`src/sv/assert_macros.svh`:
```
// Assertion macros for the RTL of the register access master; the sequencer file includes them.
`ifndef ASSERT_MACROS_SVH
`define ASSERT_MACROS_SVH

// Clocked check, ignored while reset is asserted
`define AST_CLK(lbl, clk, rst_n, prop, msg) \
    lbl: assert property (@(posedge clk) disable iff (!rst_n) prop) else $error(msg);

// Clocked check that also holds during reset
`define AST_ALWAYS(lbl, clk, prop, msg) \
    lbl: assert property (@(posedge clk) prop) else $error(msg);

`endif

```
`src/sv/i2cram_pkg.sv`:
```
// Package with the item types and constants of the register access master.
`default_nettype none

package i2cram_pkg;

    // One timing tick as it moves from the front queue to the sequencer
    typedef struct packed {
        logic       start_request;
        logic       operation;
        logic [7:0] reg_index;
        logic [7:0] write_data;
        logic       sda_in;
    } t_tick;

    // One result item
    typedef struct packed {
        logic       scl_level;
        logic       sda_level;
        logic       sda_drive;
        logic       busy_res;
        logic       done_res;
        logic [7:0] read_data;
        logic       ack_missing;
    } t_res;

    // Device address after reset
    localparam logic [6:0] DEV_ADDR_RST = 7'd104;

    // Operation codes
    localparam logic OP_WRITE = 1'b0;
    localparam logic OP_READ  = 1'b1;

    // Sequencer phases
    localparam logic [3:0] P_IDLE    = 4'd0;
    localparam logic [3:0] P_START   = 4'd1;
    localparam logic [3:0] P_DEVW    = 4'd2;
    localparam logic [3:0] P_ACK_A   = 4'd3;
    localparam logic [3:0] P_REG     = 4'd4;
    localparam logic [3:0] P_ACK_B   = 4'd5;
    localparam logic [3:0] P_DATA    = 4'd6;
    localparam logic [3:0] P_STOP    = 4'd7;
    localparam logic [3:0] P_RESTART = 4'd8;
    localparam logic [3:0] P_DEVR    = 4'd9;
    localparam logic [3:0] P_ACK_C   = 4'd10;
    localparam logic [3:0] P_RECV    = 4'd11;

endpackage

`default_nettype wire

```
`src/sv/i2cram_ifs.sv`:
```
// Valid/ready channel interfaces for ticks and results.
`default_nettype none

interface i2cram_tick_if;
    logic       valid;
    logic       ready;
    logic       start_request;
    logic       operation;
    logic [7:0] reg_index;
    logic [7:0] write_data;
    logic       sda_in;

    modport source (output valid, start_request, operation, reg_index, write_data, sda_in,
                    input ready);
    modport sink (input valid, start_request, operation, reg_index, write_data, sda_in,
                  output ready);
endinterface

interface i2cram_res_if;
    logic       valid;
    logic       ready;
    logic       scl_level;
    logic       sda_level;
    logic       sda_drive;
    logic       busy_res;
    logic       done_res;
    logic [7:0] read_data;
    logic       ack_missing;

    modport source (output valid, scl_level, sda_level, sda_drive, busy_res, done_res,
                    read_data, ack_missing, input ready);
    modport sink (input valid, scl_level, sda_level, sda_drive, busy_res, done_res,
                  read_data, ack_missing, output ready);
endinterface

`default_nettype wire

```
`src/sv/i2c_register_access_master.sv`:
```
// A taken tick waits in the tick queue, then the sequencer steps on it and loads its result into the output register.
// Throughput: one tick per cycle while the output register can take the result; one bus step per tick taken.
// A two-entry tick queue parts the input from the sequencer, an output register the results.
// Reset (synchronous, active low): idle phase, both lines high and driven, flags cleared,
// device address 104; no clearing pass, the block takes ticks as soon as reset is released.
`default_nettype none

module i2c_register_access_master #(
    parameter int QUEUE_DEPTH = 2
) (
    input  wire              i_clk,
    input  wire              i_rst_n,
    input  wire              i_cfg_we,
    input  wire [6:0]        i_cfg_wdata,
    i2cram_tick_if.sink      i_tick,
    i2cram_res_if.source     o_res
);

    i2cram_pkg::t_tick in_data;
    i2cram_pkg::t_tick q_data;
    i2cram_pkg::t_res  res;
    logic              q_valid, q_ready;

    // Pack the incoming tick
    assign in_data.start_request = i_tick.start_request;
    assign in_data.operation     = i_tick.operation;
    assign in_data.reg_index     = i_tick.reg_index;
    assign in_data.write_data    = i_tick.write_data;
    assign in_data.sda_in        = i_tick.sda_in;

    i2cram_front #(
        .DEPTH (QUEUE_DEPTH)
    ) u_front (
        .i_clk   (i_clk),
        .i_rst_n (i_rst_n),
        .i_valid (i_tick.valid),
        .o_ready (i_tick.ready),
        .i_data  (in_data),
        .o_valid (q_valid),
        .i_ready (q_ready),
        .o_data  (q_data)
    );

    i2cram_seq u_seq (
        .i_clk       (i_clk),
        .i_rst_n     (i_rst_n),
        .i_cfg_we    (i_cfg_we),
        .i_cfg_wdata (i_cfg_wdata),
        .i_valid     (q_valid),
        .o_ready     (q_ready),
        .i_data      (q_data),
        .o_valid     (o_res.valid),
        .i_ready     (o_res.ready),
        .o_res       (res)
    );

    // Unpack the result
    assign o_res.scl_level   = res.scl_level;
    assign o_res.sda_level   = res.sda_level;
    assign o_res.sda_drive   = res.sda_drive;
    assign o_res.busy_res    = res.busy_res;
    assign o_res.done_res    = res.done_res;
    assign o_res.read_data   = res.read_data;
    assign o_res.ack_missing = res.ack_missing;

endmodule

`default_nettype wire

```
`src/sv/i2cram_front.sv`:
```
// Front end: accepts ticks and holds them in a short queue for the sequencer.
`default_nettype none

module i2cram_front #(
    parameter int DEPTH = 2
) (
    input  wire                 i_clk,
    input  wire                 i_rst_n,
    input  wire                 i_valid,
    output logic                o_ready,
    input  i2cram_pkg::t_tick   i_data,
    output logic                o_valid,
    input  wire                 i_ready,
    output i2cram_pkg::t_tick   o_data
);

    localparam int PW = $clog2(DEPTH);
    localparam int CW = $clog2(DEPTH + 1);

    i2cram_pkg::t_tick r_mem [DEPTH];
    logic [PW-1:0] r_wr_ptr, n_wr_ptr;
    logic [PW-1:0] r_rd_ptr, n_rd_ptr;
    logic [CW-1:0] r_count, n_count;
    logic          push, pop;

    // Accept while a slot is free
    assign o_ready = (r_count < CW'(DEPTH));
    assign o_valid = (r_count != '0);
    assign o_data  = r_mem[r_rd_ptr];
    assign push    = i_valid && o_ready;
    assign pop     = o_valid && i_ready;

    // Advance pointers with wrap, track fill
    always_comb begin
        n_wr_ptr = r_wr_ptr;
        n_rd_ptr = r_rd_ptr;
        n_count  = r_count;
        if (push) begin
            n_wr_ptr = (r_wr_ptr == PW'(DEPTH - 1)) ? '0 : r_wr_ptr + 1'b1;
        end
        if (pop) begin
            n_rd_ptr = (r_rd_ptr == PW'(DEPTH - 1)) ? '0 : r_rd_ptr + 1'b1;
        end
        if (push && !pop) begin
            n_count = r_count + 1'b1;
        end else if (pop && !push) begin
            n_count = r_count - 1'b1;
        end
    end

    always_ff @(posedge i_clk) begin
        if (!i_rst_n) begin
            r_wr_ptr <= '0;
            r_rd_ptr <= '0;
            r_count  <= '0;
        end else begin
            r_wr_ptr <= n_wr_ptr;
            r_rd_ptr <= n_rd_ptr;
            r_count  <= n_count;
        end
    end

    // Store the item
    always_ff @(posedge i_clk) begin
        if (push) begin
            r_mem[r_wr_ptr] <= i_data;
        end
    end

endmodule

`default_nettype wire

```
`src/sv/i2cram_seq.sv`:
```
// Back end: bus sequencer that turns each tick into line levels and status.
`default_nettype none
`include "assert_macros.svh"

module i2cram_seq (
    input  wire                 i_clk,
    input  wire                 i_rst_n,
    input  wire                 i_cfg_we,
    input  wire [6:0]           i_cfg_wdata,
    input  wire                 i_valid,
    output logic                o_ready,
    input  i2cram_pkg::t_tick   i_data,
    output logic                o_valid,
    input  wire                 i_ready,
    output i2cram_pkg::t_res    o_res
);

    logic [6:0]  r_dev_addr;
    logic [3:0]  r_phase, n_phase;
    logic [2:0]  r_step, n_step;
    logic [2:0]  r_bit, n_bit;
    logic [7:0]  r_shift, n_shift;
    logic [16:0] r_lat, n_lat;
    logic [7:0]  r_rcv, n_rcv;
    logic        r_ack, n_ack;
    logic        r_scl, n_scl;
    logic        r_sda, n_sda;
    logic        r_drv, n_drv;
    logic        r_out_valid;
    i2cram_pkg::t_res r_res;

    logic        fire, launch, busy, done, go;
    logic [3:0]  ph, go_ph;
    logic [2:0]  st, bt;

    // Step once per tick while the output register can take the result
    assign o_ready = !r_out_valid || i_ready;
    assign fire    = i_valid && o_ready;
    assign launch  = (r_phase == i2cram_pkg::P_IDLE) && i_data.start_request;
    assign o_valid = r_out_valid;
    assign o_res   = r_res;

    // Compute one bus step
    always_comb begin
        n_phase = r_phase;
        n_step  = r_step;
        n_bit   = r_bit;
        n_shift = r_shift;
        n_lat   = r_lat;
        n_rcv   = r_rcv;
        n_ack   = r_ack;
        n_scl   = r_scl;
        n_sda   = r_sda;
        n_drv   = r_drv;
        done    = 1'b0;
        go      = 1'b0;
        go_ph   = i2cram_pkg::P_IDLE;

        // Latch a new request; this tick is its first
        if (launch) begin
            n_lat   = {i_data.operation, i_data.reg_index, i_data.write_data};
            n_ack   = 1'b0;
            n_phase = i2cram_pkg::P_START;
            n_step  = 3'd0;
            n_bit   = 3'd0;
        end
        ph   = launch ? i2cram_pkg::P_START : r_phase;
        st   = launch ? 3'd0 : r_step;
        bt   = launch ? 3'd0 : r_bit;
        busy = (ph != i2cram_pkg::P_IDLE);

        case (ph)
            i2cram_pkg::P_IDLE: begin
            end
            i2cram_pkg::P_START, i2cram_pkg::P_RESTART: begin
                if (st == 3'd1) begin
                    n_scl = 1'b1;
                    n_sda = 1'b1;
                    n_drv = 1'b1;
                end else if (st == 3'd2) begin
                    n_sda = 1'b0;
                    n_drv = 1'b1;
                end
                if (st >= 3'd2) begin
                    go    = 1'b1;
                    go_ph = (ph == i2cram_pkg::P_START) ? i2cram_pkg::P_DEVW
                                                        : i2cram_pkg::P_DEVR;
                end else begin
                    n_step = st + 3'd1;
                end
            end
            i2cram_pkg::P_DEVW, i2cram_pkg::P_REG, i2cram_pkg::P_DATA,
            i2cram_pkg::P_DEVR: begin
                case (st)
                    3'd0: if (bt != 3'd0) n_scl = 1'b0;
                    3'd1: n_scl = 1'b0;
                    3'd2: begin
                        n_drv = 1'b1;
                        n_sda = r_shift[3'd7 - bt];
                    end
                    3'd3: n_scl = 1'b1;
                    default: n_scl = 1'b0;
                endcase
                if (st < 3'd3) begin
                    n_step = st + 3'd1;
                end else if (st == 3'd3) begin
                    if (bt < 3'd7) begin
                        n_bit  = bt + 3'd1;
                        n_step = 3'd0;
                    end else begin
                        n_step = 3'd4;
                    end
                end else begin
                    go = 1'b1;
                    case (ph)
                        i2cram_pkg::P_DEVW: go_ph = i2cram_pkg::P_ACK_A;
                        i2cram_pkg::P_REG:  go_ph = i2cram_pkg::P_ACK_B;
                        i2cram_pkg::P_DEVR: go_ph = i2cram_pkg::P_ACK_C;
                        default:            go_ph = i2cram_pkg::P_STOP;
                    endcase
                end
            end
            i2cram_pkg::P_ACK_A, i2cram_pkg::P_ACK_B, i2cram_pkg::P_ACK_C: begin
                case (st)
                    3'd1: begin
                        n_sda = 1'b1;
                        n_drv = 1'b0;
                    end
                    3'd2: n_scl = 1'b0;
                    3'd3: n_scl = 1'b1;
                    3'd4: begin
                        n_sda = 1'b1;
                        n_drv = 1'b0;
                        if (i_data.sda_in) n_ack = 1'b1;
                    end
                    3'd6: n_scl = 1'b0;
                    default: begin
                    end
                endcase
                if (st < 3'd6) begin
                    n_step = st + 3'd1;
                end else begin
                    go = 1'b1;
                    if (ph == i2cram_pkg::P_ACK_A) begin
                        go_ph = i2cram_pkg::P_REG;
                    end else if (ph == i2cram_pkg::P_ACK_B) begin
                        go_ph = (n_lat[16] == i2cram_pkg::OP_READ) ? i2cram_pkg::P_RESTART
                                                                   : i2cram_pkg::P_DATA;
                    end else begin
                        go_ph = i2cram_pkg::P_RECV;
                    end
                end
            end
            i2cram_pkg::P_RECV: begin
                case (st)
                    3'd0: if (bt != 3'd0) n_scl = 1'b0;
                    3'd1: n_scl = 1'b0;
                    3'd2: begin
                        n_scl = 1'b1;
                        n_sda = 1'b1;
                        n_drv = 1'b0;
                    end
                    3'd3: begin
                        n_sda   = 1'b1;
                        n_drv   = 1'b0;
                        n_shift = {r_shift[6:0], i_data.sda_in};
                    end
                    3'd4: begin
                    end
                    default: begin
                        n_scl = 1'b0;
                        n_rcv = r_shift;
                    end
                endcase
                if (st < 3'd4) begin
                    n_step = st + 3'd1;
                end else if (st == 3'd4) begin
                    if (bt < 3'd7) begin
                        n_bit  = bt + 3'd1;
                        n_step = 3'd0;
                    end else begin
                        n_step = 3'd5;
                    end
                end else begin
                    go    = 1'b1;
                    go_ph = i2cram_pkg::P_STOP;
                end
            end
            i2cram_pkg::P_STOP: begin
                case (st)
                    3'd1: n_scl = 1'b1;
                    3'd2: n_scl = 1'b0;
                    3'd3: begin
                        n_sda = 1'b0;
                        n_drv = 1'b1;
                    end
                    3'd4: n_scl = 1'b1;
                    3'd5: begin
                        n_sda = 1'b1;
                        n_drv = 1'b1;
                    end
                    default: begin
                    end
                endcase
                if (st < 3'd5) begin
                    n_step = st + 3'd1;
                end else begin
                    go    = 1'b1;
                    go_ph = i2cram_pkg::P_IDLE;
                    done  = 1'b1;
                end
            end
            default: begin
                go    = 1'b1;
                go_ph = i2cram_pkg::P_IDLE;
                busy  = 1'b0;
            end
        endcase

        // Enter the next phase and load its shift byte
        if (go) begin
            n_phase = go_ph;
            n_step  = 3'd0;
            n_bit   = 3'd0;
            case (go_ph)
                i2cram_pkg::P_DEVW: n_shift = {r_dev_addr, 1'b0};
                i2cram_pkg::P_REG:  n_shift = n_lat[15:8];
                i2cram_pkg::P_DATA: n_shift = n_lat[7:0];
                i2cram_pkg::P_DEVR: n_shift = {r_dev_addr, 1'b1};
                i2cram_pkg::P_RECV: n_shift = 8'd0;
                default: begin
                end
            endcase
        end
    end

    // Hold the device address
    always_ff @(posedge i_clk) begin
        if (!i_rst_n) begin
            r_dev_addr <= i2cram_pkg::DEV_ADDR_RST;
        end else if (i_cfg_we) begin
            r_dev_addr <= i_cfg_wdata;
        end
    end

    // Update sequencer state on each tick taken
    always_ff @(posedge i_clk) begin
        if (!i_rst_n) begin
            r_phase <= i2cram_pkg::P_IDLE;
            r_step  <= '0;
            r_bit   <= '0;
            r_shift <= '0;
            r_lat   <= '0;
            r_rcv   <= '0;
            r_ack   <= 1'b0;
            r_scl   <= 1'b1;
            r_sda   <= 1'b1;
            r_drv   <= 1'b1;
        end else if (fire) begin
            r_phase <= n_phase;
            r_step  <= n_step;
            r_bit   <= n_bit;
            r_shift <= n_shift;
            r_lat   <= n_lat;
            r_rcv   <= n_rcv;
            r_ack   <= n_ack;
            r_scl   <= n_scl;
            r_sda   <= n_sda;
            r_drv   <= n_drv;
        end
    end

    // Output register: drop on take, load on step
    always_ff @(posedge i_clk) begin
        if (!i_rst_n) begin
            r_out_valid <= 1'b0;
        end else if (fire) begin
            r_out_valid <= 1'b1;
        end else if (i_ready) begin
            r_out_valid <= 1'b0;
        end
    end

    always_ff @(posedge i_clk) begin
        if (fire) begin
            r_res.scl_level   <= n_scl;
            r_res.sda_level   <= n_drv ? n_sda : 1'b1;
            r_res.sda_drive   <= n_drv;
            r_res.busy_res    <= busy;
            r_res.done_res    <= done;
            r_res.read_data   <= n_rcv;
            r_res.ack_missing <= n_ack;
        end
    end

    `AST_CLK(a_done_to_idle, i_clk, i_rst_n, fire && done |=> r_phase == i2cram_pkg::P_IDLE, "done without return to idle")
    `AST_CLK(a_no_step_when_full, i_clk, i_rst_n, r_out_valid && !i_ready |-> !fire, "step while result waits")
    `AST_CLK(a_idle_stays, i_clk, i_rst_n, fire && r_phase == i2cram_pkg::P_IDLE && !i_data.start_request |=> r_phase == i2cram_pkg::P_IDLE, "left idle without request")
    `AST_ALWAYS(a_reset_lines, i_clk, !i_rst_n |=> r_scl && r_sda && r_drv && !r_out_valid, "lines not released by reset")

endmodule

`default_nettype wire

```
`src/flat_wrapper.sv`:
```
// flat-port wrapper written by rule: the top's interface ports become plain ports
module i2c_register_access_master_flat 
#(
    parameter int QUEUE_DEPTH = 2
)
  (i_clk, i_rst_n, i_cfg_we, i_cfg_wdata, i_tick_valid, i_tick_start_request, i_tick_operation, i_tick_reg_index, i_tick_write_data, i_tick_sda_in, i_tick_ready, o_res_valid, o_res_scl_level, o_res_sda_level, o_res_sda_drive, o_res_busy_res, o_res_done_res, o_res_read_data, o_res_ack_missing, o_res_ready);
  i2cram_tick_if i_tick_i ();
  i2cram_res_if o_res_i ();
  input  wire i_clk;
  input  wire i_rst_n;
  input  wire i_cfg_we;
  input  wire [6:0] i_cfg_wdata;
  input wire logic [$bits(i_tick_i.valid)-1:0] i_tick_valid;
  input wire logic [$bits(i_tick_i.start_request)-1:0] i_tick_start_request;
  input wire logic [$bits(i_tick_i.operation)-1:0] i_tick_operation;
  input wire logic [$bits(i_tick_i.reg_index)-1:0] i_tick_reg_index;
  input wire logic [$bits(i_tick_i.write_data)-1:0] i_tick_write_data;
  input wire logic [$bits(i_tick_i.sda_in)-1:0] i_tick_sda_in;
  output wire logic [$bits(i_tick_i.ready)-1:0] i_tick_ready;
  output wire logic [$bits(o_res_i.valid)-1:0] o_res_valid;
  output wire logic [$bits(o_res_i.scl_level)-1:0] o_res_scl_level;
  output wire logic [$bits(o_res_i.sda_level)-1:0] o_res_sda_level;
  output wire logic [$bits(o_res_i.sda_drive)-1:0] o_res_sda_drive;
  output wire logic [$bits(o_res_i.busy_res)-1:0] o_res_busy_res;
  output wire logic [$bits(o_res_i.done_res)-1:0] o_res_done_res;
  output wire logic [$bits(o_res_i.read_data)-1:0] o_res_read_data;
  output wire logic [$bits(o_res_i.ack_missing)-1:0] o_res_ack_missing;
  input wire logic [$bits(o_res_i.ready)-1:0] o_res_ready;
  assign i_tick_i.valid = i_tick_valid;
  assign i_tick_i.start_request = i_tick_start_request;
  assign i_tick_i.operation = i_tick_operation;
  assign i_tick_i.reg_index = i_tick_reg_index;
  assign i_tick_i.write_data = i_tick_write_data;
  assign i_tick_i.sda_in = i_tick_sda_in;
  assign i_tick_ready = i_tick_i.ready;
  assign o_res_valid = o_res_i.valid;
  assign o_res_scl_level = o_res_i.scl_level;
  assign o_res_sda_level = o_res_i.sda_level;
  assign o_res_sda_drive = o_res_i.sda_drive;
  assign o_res_busy_res = o_res_i.busy_res;
  assign o_res_done_res = o_res_i.done_res;
  assign o_res_read_data = o_res_i.read_data;
  assign o_res_ack_missing = o_res_i.ack_missing;
  assign o_res_i.ready = o_res_ready;
  i2c_register_access_master #(.QUEUE_DEPTH(QUEUE_DEPTH)) u_core (.i_clk(i_clk), .i_rst_n(i_rst_n), .i_cfg_we(i_cfg_we), .i_cfg_wdata(i_cfg_wdata), .i_tick(i_tick_i), .o_res(o_res_i));
endmodule
```
`config.mk`:
```
export PLATFORM = sky130hd
export DESIGN_NAME = i2c_register_access_master_flat
export DESIGN_NICKNAME = d
export VERILOG_FILES = /design/src/sv/i2cram_pkg.sv /design/src/sv/i2cram_ifs.sv /design/src/sv/i2c_register_access_master.sv /design/src/sv/i2cram_front.sv /design/src/sv/i2cram_seq.sv /design/src/flat_wrapper.sv
export VERILOG_INCLUDE_DIRS = /design/src /design/src/sv
export SDC_FILE = /design/constraint.sdc
export NUM_CORES = 1
export LEC_CHECK = 0
export BUFFER_PORTS_ARGS = -buffer_cell sky130_fd_sc_hd__buf_2
export CORE_MARGIN = 2
export CORE_UTILIZATION = 27
export CTS_CLUSTER_DIAMETER = 80
export DETAILED_ROUTE_END_ITERATION = 8
export HOLD_SLACK_MARGIN = 0.1
export SYNTH_ARGS = -nofsm -noshare
export SYNTH_HDL_FRONTEND = slang
export SYNTH_SLANG_ARGS = --single-unit
```
`constraint.sdc`:
```
create_clock -name i_clk -period 4.25 [get_ports i_clk]
set_clock_uncertainty 0.1 [all_clocks]
set_input_delay 0.2125 -clock i_clk [delete_from_list [all_inputs] [get_ports i_clk]]
set_output_delay 0.2125 -clock i_clk [all_outputs]
set_load 0.005 [all_outputs]
```
; After elaboration in Yosys (flattened, before gate mapping)
; Memories as Yosys holds them, arrays and structs flattened. A register that Yosys moved wholly into a read port is not among the register bits.
; Index checks and enable logic that the tools add are counted.
[totals]
register_bits = 73
ramBits = 38
in_bits = 31
output_inout_bits = 16
word_cells = 172
mem_count = 1
[mem_list]
columns = name, words, width, rd, rd_ports_with_merged_regs, wr, line
row1 = u_core.u_front.r_mem, 2, 19, 1, 1, 1, i2cram_front.sv:20  ; i2cram_pkg::t_tick r_mem [DEPTH];
[op_classes]
addsub = 7
order_cmp = 8
n_eq_ne = 22
mux = 85
reduce_logical = 27
[ops]
columns = op, n
row1 = 2-to-1 mux 3 bit, 20
row2 = 2-to-1 mux 4 bit, 10
row3 = 2-to-1 mux 8 bit, 5
row4 = case mux 8 bit (5 select lines), 1
row5 = 2-to-1 mux 1 bit, 32
row6 = "== test 4 x 3 -> 1 bit, second input constant", 6
row7 = "== test 4 bit, second input constant", 6
row8 = 2-to-1 mux 17 bit, 1
row9 = case mux 4 bit (4 select lines), 1
row10 = case mux 1 bit (5 select lines), 3
row11 = case mux 3 bit (5 select lines), 1
row12 = "== test 4 x 2 -> 1 bit, second input constant", 3
row13 = "< comparator 3 bit, second input constant", 4
row14 = case mux 4 bit (3 select lines), 1
row15 = OR reduction 12 bit, 1
row16 = OR reduction 2 bit, 6
row17 = "== test 3 bit, second input constant", 3
row18 = logical NOT 4 bit, 2
row19 = "adder 3 x 1 -> 3 bit, second input constant", 2
row20 = "== test 3 x 2 -> 1 bit, second input constant", 2
row21 = case mux 1 bit (2 select lines), 3
row22 = case mux 1 bit (3 select lines), 2
row23 = case mux 1 bit (6 select lines), 1
row24 = case mux 3 bit (2 select lines), 1
row25 = other kinds (22), 32

; Longest topological paths before layout
[logic_depth]
word_depth = 11
ltp_mapped = 16
ltp_nobuf = 13

; Hierarchy
; A second synthesis with hierarchy kept.
[hier_totals]
hier_cells = 603
hier_area_um2 = 6022.0
[by_module_without_submodules]
columns = module, instances, cells_per_inst, area_per_inst_um2, seq_area_each_um2
row1 = i2cram_seq, 1, 521, 4429.2, 1521.5
row2 = i2cram_front, 1, 82, 1592.8, 1241.2

; Least setup slack after synthesis
; Ideal clock, no wire load.
[synth_path]
path_kind = register -> register
from = register u_core.u_seq.r_phase[0]
to = register u_core.u_seq.r_shift[2]
setup_time_ns = 0.058
arrival_ns = 3.433
t_required_ns = 4.092
setup_slack_ns = 0.659
stages_incl_launch_ff = 16
path_buffers = 2
cell_sequence = dfxtp_1 > buf_6 > nor4_4 > nand2_1 > clkbuf_1 > nand2_1 > inv_1 > ha_1 > ha_1 > o21bai_1 > a2111oi_0 > a21oi_1 > o21ai_4 > mux2_2 > a221oi_1 > a211o_1
[synth_between]
elab_chain_len = 11
word_cells_on_any_way = 56
[synth_lines]
columns = item, line
row1 = from (decl), i2cram_seq.sv:19  ; logic [3:0] r_phase, n_phase;
row2 = from (signal assigned), i2cram_seq.sv:249  ; r_phase <= i2cram_pkg::P_IDLE;
row3 = from (signal assigned), i2cram_seq.sv:260  ; r_phase <= n_phase;
row4 = logical NOT 4 bit, i2cram_seq.sv:39  ; assign launch = (r_phase == i2cram_pkg::P_IDLE) && i_data.start_request;
row5 = logical AND 1 bit, i2cram_seq.sv:39
row6 = 2-to-1 mux 4 bit / 2-to-1 mux 17 bit (equally long branches), --
row7 = == test 4 bit (tied with other cells), "i2cram_seq.sv:72, i2cram_seq.sv:115"
row8 = case mux 4 bit (3 select lines) / 2-to-1 mux 4 bit (equally long branches), "i2cram_seq.sv:115, i2cram_seq.sv:146"
row9 = "2-to-1 mux 4 bit, on equally long branches", "i2cram_seq.sv:106, i2cram_seq.sv:144"
row10 = "2-to-1 mux 4 bit, on equally long branches", "i2cram_seq.sv:104, i2cram_seq.sv:140"
row11 = case mux 4 bit (4 select lines), i2cram_seq.sv:72  ; case (ph)
row12 = == test 4 bit (tied with other cells), i2cram_seq.sv:225  ; case (go_ph)
row13 = case mux 8 bit (5 select lines), i2cram_seq.sv:225
row14 = 2-to-1 mux 8 bit (*), i2cram_seq.sv:221  ; if (go) begin
row15 = to (signal assigned), i2cram_seq.sv:263  ; r_shift <= n_shift;
row16 = to (decl), i2cram_seq.sv:22  ; logic [7:0] r_shift, n_shift;
; Mark *: on every way between the ends. The rest lies on a longest branch, timed or not.
; A chain may end at the register's enable or synchronous reset.

; Worst setup path in the final report
[layout_path]
from = register u_core.u_seq.r_phase[0]
to = register u_core.u_seq.r_shift[7]
; The elaborated chain is that of the path after synthesis.

==> flow_summary.ini <==
[logic_synthesis]
syn_area_mm2 = 0.00583
ys.flop_type = dfxtp_1
yosysSeqAreaShare = 0.474
synth_most_common_cell = nand2_1
synth-edff-count = 52
synth_top_area_frac = 0.268
synth_top_cell_by_area = edfxtp_1
ys_ff_latch = 112
yosysWarnings = 0
avgSynthCellArea_um2 = 9.87
async_reset_ff_frac = 0
synth_cell_types = 71
synth_common_cells = nand2_1, dfxtp_1, edfxtp_1
syn_nets = 631
synth_area_leaders = edfxtp_1, dfxtp_1, mux2i_1, nand2_1, a21oi_1
synth_cells = 591

[power]
peakVddDrop_mv = 0.195
clkPwrFrac = 0.255
p_int_mw = 2.28
swShare = 0.342
p_sw_mw = 1.19
p_comb_frac = 0.308
p_seq_frac = 0.437
p_leak_nw = 2.70
power_density_mw_per_mm2 = 501

[cells_and_area]
final_cells = 933
finish.instance_area_mm2 = 0.00693
layout-drive-gt1-share = 0.178
syn2layout_area_growth_pct = 18.8
diodes = 0
fin_nets = 693

[route]
drc = 0
drt_iter0_drc = 394
dr_total_vias = 4742
drtPass1Iterations = 5
vias_per_cell = 5.08
wl_per_cell_um = 16.3
finalWirelength_mm = 15.3
postRouteAntennaNets = 0

[place]
place_hpwl_mm = 10.3
port_buffers = 46
finalWeightedCongestion = 0.937
dp_cells = 891
pre_cts_ws_ps = 747
postPlaceCellArea_mm2 = 0.00636

[sta]
period_needed_ps = 3580
relSlewSlack = 0.325
finalSetupTns_ps = 0
rsz0062_at_grt = no
layout_setup_ws_ps = 667
period_share = 0.843
setup_violations = 0
hold_viol = 0
drv_slew = 0
max_clock_freq_ghz = 0.279
worst_pin_slew_ps = 1010

[clock_tree]
clock_path_buffers = 2
cts_root_buf = clkbuf_16
cts_buffers = 9
holdBufCountCts = 26
post_cts_resized = 0
htree_levels = 3
clkTransAtPathRegs_ps = 80
clkSinkCount = 112
cts_setup_buffers = 0
cts_tree = built
insertion_delay_ps = 370

[worst_setup_path]
cp_slowest_stage_delay_ps = 440
critPathLaunchType = register
crit_path_cell_trace = nor4_4 -> nand2_1 -> nand2_1 -> inv_1 -> ha_1 -> ha_1 -> buf_4 -> nor4_1 -> a21oi_1 -> o21ai_4 -> mux2_2 -> a221oi_1 -> a211o_1
cp.required_ps = 4460
cp_max_fo = 11
slowest_stage = nor4_1
crit_family = simple AND/OR/NAND/NOR gates
critPathKind = register to register
critPathCaptureType = register
cp_num_buf_inv = 2
worstPathArrival_ps = 3790
crit_start = u_core.u_seq.r_phase[0]
r2r_start = u_core.u_seq.r_phase[0]

[floorplan]
start_util = 0.277
pin_count = 47
rows = 53
core-area_mm2 = 0.0211
die_h_um = 151
die_x_um = 151
dieArea_mm2 = 0.0228

[hold_path]
hold_class = input port to register
hold_start = o_res_ready

[global_route]
grt_pass1_wl_mm = 24.6
antenna_found_initial = 0
grt.total_usage = 0.140
overflow = 0
grt_pass1_vias = 4399
grt_max_degree = 53

[outcome]
status = finished, final reports clean

[run]
cap_viol_max_count = 0
-- logic make-up after synthesis --
logic type | count (synthesis) | share of synthesized area
AND/OR/NAND/NOR | 197 | 0.166
AO/OA/AOI/OAI | 163 | 0.201
flip-flops | 112 | 0.474
buffers and inverters | 57 | 0.0438
multiplexers | 49 | 0.0907
adder cells (fa/ha/maj) | 9 | 0.0193
XOR/XNOR | 4 | 0.00601
-- tightest hold or removal path, delay by kind of cell --
family | cells | cell delay (ps)
and+or+nand+nor | 1 | 120
AOI/OAI and AO/OA | 1 | 120
buffers and inverters | 1 | 90
-- power by group through the flow --
stage                     combinational, mW  clock, mW  sequential (mW)
after floorplan                       0.725          0             1.53
after global placement                 1.04          0             1.53
after detailed placement               1.05          0             1.54
after CTS                              1.07      0.907             1.52
after global routing                   1.19      0.961             1.55
final                                  1.07      0.885             1.52
-- final timing paths --
kind	end	slack (ps)	cells after the start
worst max-delay path	u_core.u_seq.r_shift[7]	670	13
worst min-delay path	u_core.u_seq.o_valid	120	3
worst max register to register	u_core.u_seq.r_shift[7]	670	13
worst min register to register	u_core.u_seq.r_ack	380	2
-- state kept, by name (all words and copies together), names as in the netlist, 2 cells and up, named ones only --
name and flops:
u_core.u_seq.r_phase 4, u_core.u_seq.r_shift 8, u_core.u_seq.r_lat 17, u_core.u_seq.o_res 14, u_core.u_seq.r_rcv 8, u_core.u_front.r_count 2
u_core.u_front.r_mem 38, u_core.u_seq.r_bit 3, u_core.u_seq.r_step 3, u_core.u_seq.r_dev_addr 7
-- routing by layer --
metal,track usage,routed length [um],part of all wire,vias up
li1,-,-,-,2296
met1,0.199,7280,0.48,2232
met4,0.0626,386,0.025,0
met2,0.200,6550,0.43,186
met5,0,0,0,-
met3,0.0316,1030,0.067,28
-- cell usage in the layout (no fill, tap or decap), drive strengths merged, types with 3 or more instances in the layout --
| cell type | n |
|---|---|
| o21ai | 33 |
| edfxtp | 52 |
| dfxtp | 60 |
| a21boi | 3 |
| ha | 9 |
| o211ai | 7 |
| a221oi | 7 |
| a2111oi | 4 |
| mux2 | 18 |
| clkbuf | 10 |
| a221o | 3 |
| nand2 | 79 |
| nand3 | 4 |
| nor2b | 12 |
| o31ai | 3 |
| xnor2 | 3 |
| and2 | 10 |
| a21oi | 42 |
| dlygate4sd3 | 26 |
| a211o | 8 |
| nand2b | 6 |
| nor3b | 10 |
| o211a | 15 |
| a211oi | 4 |
| a311oi | 4 |
| buf | 65 |
| nor3 | 13 |
| o22ai | 5 |
| nor2 | 43 |
| or2 | 3 |
| mux2i | 30 |
| a22oi | 4 |
| inv | 19 |
| clkinv | 4 |
| nor4 | 4 |
-- per-stage QoR --
stage,total power [mW],hold slack (ps),util
after floorplan,2.25,211,-
after global placement,2.58,302,0.302
after detailed placement,2.59,303,0.302
after CTS,3.50,113,0.329
after global routing,3.70,133,0.329
final,3.47,115,0.329
-- final cells by class --
cell class                 instances  area (um^2)
clock buffer                      10          250
clock inverter                     6         56.3
fill                            2187        14200
inverter                          17         63.8
multi-input combinational        422         2820
sequential                       112         2760
tap                              275          344
timing repair buffer              91          633
Note: power is estimated with default switching activity, not from simulation.
